[src/design/dspd_pkg.sv]
`timescale 1ns / 1ps
`default_nettype none

package dspd_pkg;

	// Field and datapath widths
	localparam int POS_W      = 24;
	localparam int ANGLE_W    = 14;
	localparam int YAW_W      = 13;
	localparam int HEAD_W     = 13;
	localparam int DRIVE_W    = 24;
	localparam int GAIN_W     = 16;
	localparam int TIMEOUT_W  = 8;
	localparam int LAT_ERR_W  = POS_W + 1;
	localparam int TURN_ERR_W = 16;
	localparam int INTEG_W    = 48;
	localparam int HALF_W     = INTEG_W / 2;
	localparam int SUM_W      = INTEG_W + GAIN_W + 2;
	localparam int FRAC_SHIFT = 4;
	localparam int PID_W      = SUM_W - FRAC_SHIFT;
	localparam int CNT_W      = 16;
	localparam int BAND_CNT_W = 4;

	// Move supervision constants
	localparam int BAND_LIMIT       = 32;
	localparam int SETTLE_COUNT     = 10;
	localparam int TICKS_PER_SECOND = 50;

	// Register map
	typedef enum logic [2:0] {
		CFG_KP,
		CFG_KI,
		CFG_KD,
		CFG_TURN_KP,
		CFG_TURN_KI,
		CFG_TURN_KD,
		CFG_MAX_POWER,
		CFG_TIMEOUT
	} cfg_idx_t;

	typedef enum logic [1:0] {
		ST_RUNNING   = 2'd0,
		ST_SETTLED   = 2'd1,
		ST_TIMED_OUT = 2'd2
	} status_t;

	// Stage load strobes for one PID lane
	typedef struct packed {
		logic load_s3;
		logic load_s4;
	} lane_ctl_t;

endpackage

`default_nettype wire

[src/design/dspd_pid_lane.sv]
`timescale 1ns / 1ps
`default_nettype none

module dspd_pid_lane import dspd_pkg::*; #(
	parameter int ERR_W = LAT_ERR_W
) (
	input  logic                     clk,
	input  lane_ctl_t                ctl,
	input  logic signed [ERR_W-1:0]  err,
	input  logic signed [INTEG_W-1:0] integ,
	input  logic signed [ERR_W:0]    deriv,
	input  logic [GAIN_W-1:0]        gain_p,
	input  logic [GAIN_W-1:0]        gain_i,
	input  logic [GAIN_W-1:0]        gain_d,
	output logic signed [PID_W-1:0]  term_s4
);

	localparam int HI_PAD = SUM_W - 2 * HALF_W - GAIN_W - 1;
	localparam int LO_PAD = SUM_W - HALF_W - GAIN_W;

	logic signed [ERR_W+GAIN_W:0]    prop_s3;
	logic signed [ERR_W+GAIN_W+1:0]  der_s3;
	logic [HALF_W+GAIN_W-1:0]        ilo_s3;
	logic signed [HALF_W+GAIN_W:0]   ihi_s3;
	logic [SUM_W-1:0]                prop_ext;
	logic [SUM_W-1:0]                der_ext;
	logic [SUM_W-1:0]                ilo_ext;
	logic [SUM_W-1:0]                ihi_ext;
	logic [SUM_W-1:0]                sum;

	// Form partial products; the integral is split in two halves
	always_ff @(posedge clk) begin
		if (ctl.load_s3) begin
			prop_s3 <= err * $signed({1'b0, gain_p});
			der_s3  <= deriv * $signed({1'b0, gain_d});
			ilo_s3  <= integ[HALF_W-1:0] * gain_i;
			ihi_s3  <= $signed(integ[INTEG_W-1:HALF_W]) * $signed({1'b0, gain_i});
		end
	end

	// Align each partial product to the full sum width; the low integral half is zero-extended, the rest sign-extended
	assign prop_ext = {{(SUM_W-ERR_W-GAIN_W-1){prop_s3[ERR_W+GAIN_W]}}, prop_s3};
	assign der_ext  = {{(SUM_W-ERR_W-GAIN_W-2){der_s3[ERR_W+GAIN_W+1]}}, der_s3};
	assign ilo_ext  = {{LO_PAD{1'b0}}, ilo_s3};
	assign ihi_ext  = {{HI_PAD{ihi_s3[HALF_W+GAIN_W]}}, ihi_s3, {HALF_W{1'b0}}};
	assign sum      = prop_ext + der_ext + ilo_ext + ihi_ext;

	// Drop the fraction bits, rounding toward minus infinity
	always_ff @(posedge clk) begin
		if (ctl.load_s4) begin
			term_s4 <= $signed(sum[SUM_W-1:FRAC_SHIFT]);
		end
	end

endmodule

`default_nettype wire

[config.mk]
export PLATFORM = sky130hd
export DESIGN_NAME = dspd_pid_lane
export DESIGN_NICKNAME = d
export VERILOG_FILES = /design/src/design/dspd_pkg.sv /design/src/design/dspd_pid_lane.sv
export SDC_FILE = /design/constraint.sdc
export NUM_CORES = 2
export LEC_CHECK = 0
export BUFFER_PORTS_ARGS = -buffer_cell sky130_fd_sc_hd__buf_2
export CAP_MARGIN = 20
export CELL_PAD_IN_SITES_DETAIL_PLACEMENT = 0
export CELL_PAD_IN_SITES_GLOBAL_PLACEMENT = 1
export CORE_ASPECT_RATIO = 0.75
export CORE_MARGIN = 2
export CORE_UTILIZATION = 47
export DETAILED_ROUTE_END_ITERATION = 8
export HOLD_SLACK_MARGIN = 0.08
export PLACE_DENSITY_LB_ADDON = 0.1
export SYNTH_ARGS = -nofsm -noshare
export SYNTH_HDL_FRONTEND = slang
export SYNTH_SLANG_ARGS = --single-unit
[constraint.sdc]
create_clock -name clk -period 6.35 [get_ports clk]
set_clock_uncertainty 0.1 [all_clocks]
set_input_delay 0.635 -clock clk [delete_from_list [all_inputs] [get_ports clk]]
set_output_delay 0.635 -clock clk [all_outputs]
set_load 0.02 [all_outputs]
**Word level (Yosys, flattened, before mapping)**

Cells that the tools add are included.

- Register bits: 228

- Add/sub/neg operators: 3
- Multipliers: 4

Operators by type and width:

| cell | number |
|---|---|
| $add A45 B65 Y66 | 1 |
| $add A44 B41 Y45 | 1 |
| $add A42 B43 Y44 | 1 |
| $mul A26 B17 Y43 | 1 |
| $mul A25 B17 Y42 | 1 |
| $mul A24 B17 Y41 | 1 |
| $mul A24 B16 Y40 | 1 |

**Longest topological paths before layout**

- Depth in word-level cells: 3
- Depth in mapped cells: 26
- Mapped depth without buffers: 25

**Worst setup path after synthesis**

OpenSTA, ideal clock, no wires.

- Kind: input port to flip-flop
- From: input gain_i[2]
- To: register ihi_s3[40], data pin
- Setup time: 0.272 ns
- Data arrival time: 6.478 ns
- Data required time: 5.978 ns
- Slack: -0.500 ns
- Stages on the path: 24
- Cell sequence: clkbuf_1 > clkbuf_1 > nand2_1 > fa_1 > inv_1 > fa_1 > inv_1 > fa_1 > inv_1 > fa_1 > fa_1 > inv_1 > fa_1 > inv_1 > ha_1 > a21o_1 > a21oi_1 > o21ai_1 > a2111oi_1 > o21ai_0 > a22oi_1 > o21ai_1 > o31ai_1 > o211ai_1

- Longest elaborated chain between the ends: 1

RTL lines:

| item | line | RTL |
|---|---|---|
| start, declared | dspd_pid_lane.sv:13 | `input logic [GAIN_W-1:0] gain_i,` |
| $mul A24 B17 Y41 | dspd_pid_lane.sv:37 | `ihi_s3 <= $signed(integ[INTEG_W-1:HALF_W]) * $signed({1'b0, gain_i});` |
| end signal, assigned | dspd_pid_lane.sv:37 |  |
| end, declared | dspd_pid_lane.sv:24 | `logic signed [HALF_W+GAIN_W:0] ihi_s3;` |

No other way between the ends.
A chain may end at the register's enable or synchronous reset.

**Worst setup path in the final report**

- From: input gain_d[12]
- To: register der_s3[42], data pin

- Longest elaborated chain between the ends: 1

RTL lines:

| item | line | RTL |
|---|---|---|
| start, declared | dspd_pid_lane.sv:14 | `input logic [GAIN_W-1:0] gain_d,` |
| $mul A26 B17 Y43 | dspd_pid_lane.sv:35 | `der_s3 <= deriv * $signed({1'b0, gain_d});` |
| end signal, assigned | dspd_pid_lane.sv:35 |  |
| end, declared | dspd_pid_lane.sv:22 | `logic signed [ERR_W+GAIN_W+1:0] der_s3;` |

No other way between the ends.

==> impl_metrics.toml <==
[outcome]
status = "finished clean"

[clock_network]
clk_pin_slew_worst_paths_ns = 0.06
clock-sinks = 228
cts_tree = "done"
clkLatencyLatePin_ns = 0.58
cts-root-buf = "clkbuf_16"
clock_path_buffers = 3
cts_buffers = 26
postCtsHoldBufs = 0
htreeDepth = 1

[grt]
antenna_found_initial = 5
grt_pass1_vias = 52634
grt_overflow = 0
grt_pass1_wl_mm = 291
grt_usage_pct = 24.8
grt_start_max_net_pins = 88

[setup_path]
startpoint = "gain_d[12]"
path_class = "in -> reg"
cp.arrival_ns = 6.44
timing.rr.start = "prop_s3[41]"
startpoint_type = "primary input"
worstPathRequired_ns = 6.58
critical_path.max_fanout = 9
endpoint_kind = "flip-flop"

[flow_run]
drv_cap = 0

[sta]
min_period_ns = 6.21
setup_viol = 0
slew_violations = 0
hold_viol = 0
final.period_utilization_pct = 97.7
setup_tns_ns = 0
rsz0062_at_grt = "true"
setup_slack_ns = 0.144
fmax_ghz = 0.161
maxSlewHeadroom_pct = 34.1
worst_slew_pin_slew_ns = 0.989

[logic_synthesis]
synth-async-reset-ratio_pct = 0
ys_types = 77
synth_cells = 7197
synthTopCellsByArea = "fa_1 46%, inv_1 10%, edfxtp_1 10%"
yosysTopAreaCell = "fa_1"
synth-edff-count = 228
syn_avg_cell_area_sq_um = 9.41
yosysTopAreaCellShare_pct = 46.1
synth_nets = 9437
synth_flop_cell = "edfxtp_1"
ys_ff_latch = 228
seq_area_frac_synth_pct = 10.1
ys_warn_count = 0
synthesis.area_sq_um = 67700

[placed_design]
port_buffers = 211
hpwl_mm = 157
post-place-cells = 9896
gp_congestion = 0.869
place_ws_ns = -0.854

[floorplanning]
dieHeight_um = 333
io-pin-count = 212
die-area_sq_um = 147000
start_util_pct = 47.4
row_count = 120
die_w_um = 442
placeableCoreArea_sq_um = 143000

[detailed_routing]
wire_per_inst_um = 17.8
drt_first_iter_violations = 2838
dr.pass1.iters = 5
remaining_drc_errors = 0
ant_nets = 0
avgViaCountPerCell = 4.95
vias = 49301
finalWirelength_mm = 178

[finish]
fin_util_pct = 55.4
fin_cells = 9968
syn2layout_area_growth_pct = 17.0
drive_gt1_share_pct = 16.3
layout_commonest_cell = "inv_1"
final_cell_mix = "1,828 x inv_1, 1,543 x fa_1, 1,066 x nand2_1"
fin_nets = 10296
n_fill_cell = 13169

[min_path]
hp-class = "in -> reg"
hold_start = "deriv[0]"
cell families (layout without fill, tap and decap cells):
group	count (synthesis)	after routing	synth area share, %
buffers and inverters	2102	2981	11.6
adder cells (fa/ha/maj)	2090	2090	55.9
AND/OR/NAND/NOR	1991	1991	14.0
AO/OA/AOI/OAI	570	570	5.59
flip-flops	228	228	10.1
XOR/XNOR	215	215	2.78
multiplexers	1	1	0.0166
other	0	1	0
layout make-up:
type	count	area [sq um]	share of cell area, %
clock inverter	19	238	0.300
multi-input combinational	4867	53800	67.9
inverter	1831	6870	8.67
tap	1891	2370	2.99
antenna	1	2.50	0.00316
timing repair buffer	1102	8450	10.7
sequential	228	6850	8.64
clock buffer	29	662	0.835
state kept, by name, summed over array words and instances, names as in the netlist:
register / flops
ilo_s3: 40
ihi_s3: 41
term_s4: 62
prop_s3: 42
der_s3: 43
per-stage QoR:
step                      cell area, sq um  hold slack [ns]
after floorplan                      68500            0.630
after CTS                            78300            0.541
after global placement               77300            0.856
after detailed placement             77300            0.889
final                                79300            0.545
after global routing                 79300            0.566
per-layer routing:
| metal | vias up | global-route usage (%) | wire length (um) |
|---|---|---|---|
| li1 | 23029 | - | - |
| met1 | 25053 | 39.2 | 88600 |
| met2 | 1083 | 37.1 | 75500 |
| met3 | 136 | 3.46 | 10400 |
| met4 | 0 | 3.45 | 3150 |
| met5 | - | 0 | 0 |
worst paths after layout:
kind / to / slack, ns / depth (start not counted)
worst min-delay path: der_s3[0] / 0.54 / 3
worst max register to register: term_s4[61] / 1.52 / 13
worst max-delay path: der_s3[42] / 0.14 / 24
worst min register to register: term_s4[30] / 0.89 / 3
what timing repair did:
| action | in CTS | in global routing |
|---|---|---|
| setup endpoints to repair | 23 | 54 |
| buffers inserted | 1 | 18 |
| pin swaps | 2 | 89 |
| cloned | 0 | 4 |
| gates resized for setup | 19 | 212 |
worst max-delay path, cell delays in order:
cell and delay (ns):
buf_2 0.21, buf_4 0.19, buf_4 0.16, nand2_1 0.08, fa_1 0.51, inv_1 0.06
fa_1 0.55, fa_1 0.43, fa_1 0.49, fa_1 0.50, inv_1 0.05, fa_1 0.47
inv_1 0.06, ha_4 0.22, inv_2 0.06, o21bai_1 0.07, a21o_1 0.20, a21oi_2 0.20
nand2_1 0.07, o21a_1 0.20, o41a_1 0.37, a211o_1 0.38, a31oi_4 0.21, xnor2_1 0.08
synth_stat cells (4+ instances only):
cell type,instances
o21ai_2,4
edfxtp_1,228
a31oi_1,23
nor2b_1,26
o21ai_0,67
fa_1,1559
inv_1,1831
nor3_1,31
nor2_1,101
o211ai_1,15
and3_1,21
o31a_1,6
nand2b_1,16
a21oi_2,4
nor4_1,5
a41o_1,4
nand2_1,1073
a21oi_1,181
clkbuf_1,270
o21ai_1,15
a211oi_1,17
a311oi_1,5
o31ai_1,10
a21boi_0,6
ha_1,531
a21o_1,95
o21a_1,35
and2_1,607
a221o_1,6
or3_1,7
a211o_1,4
nand4_1,20
nand3b_1,4
nand3_1,48
or2_2,11
xor2_1,52
xnor2_1,163
and4_1,9
o21bai_1,31
Power is left out: the tool's default activity adds up to more than one toggle a clock period on the data nets, which glitch-free logic cannot reach.
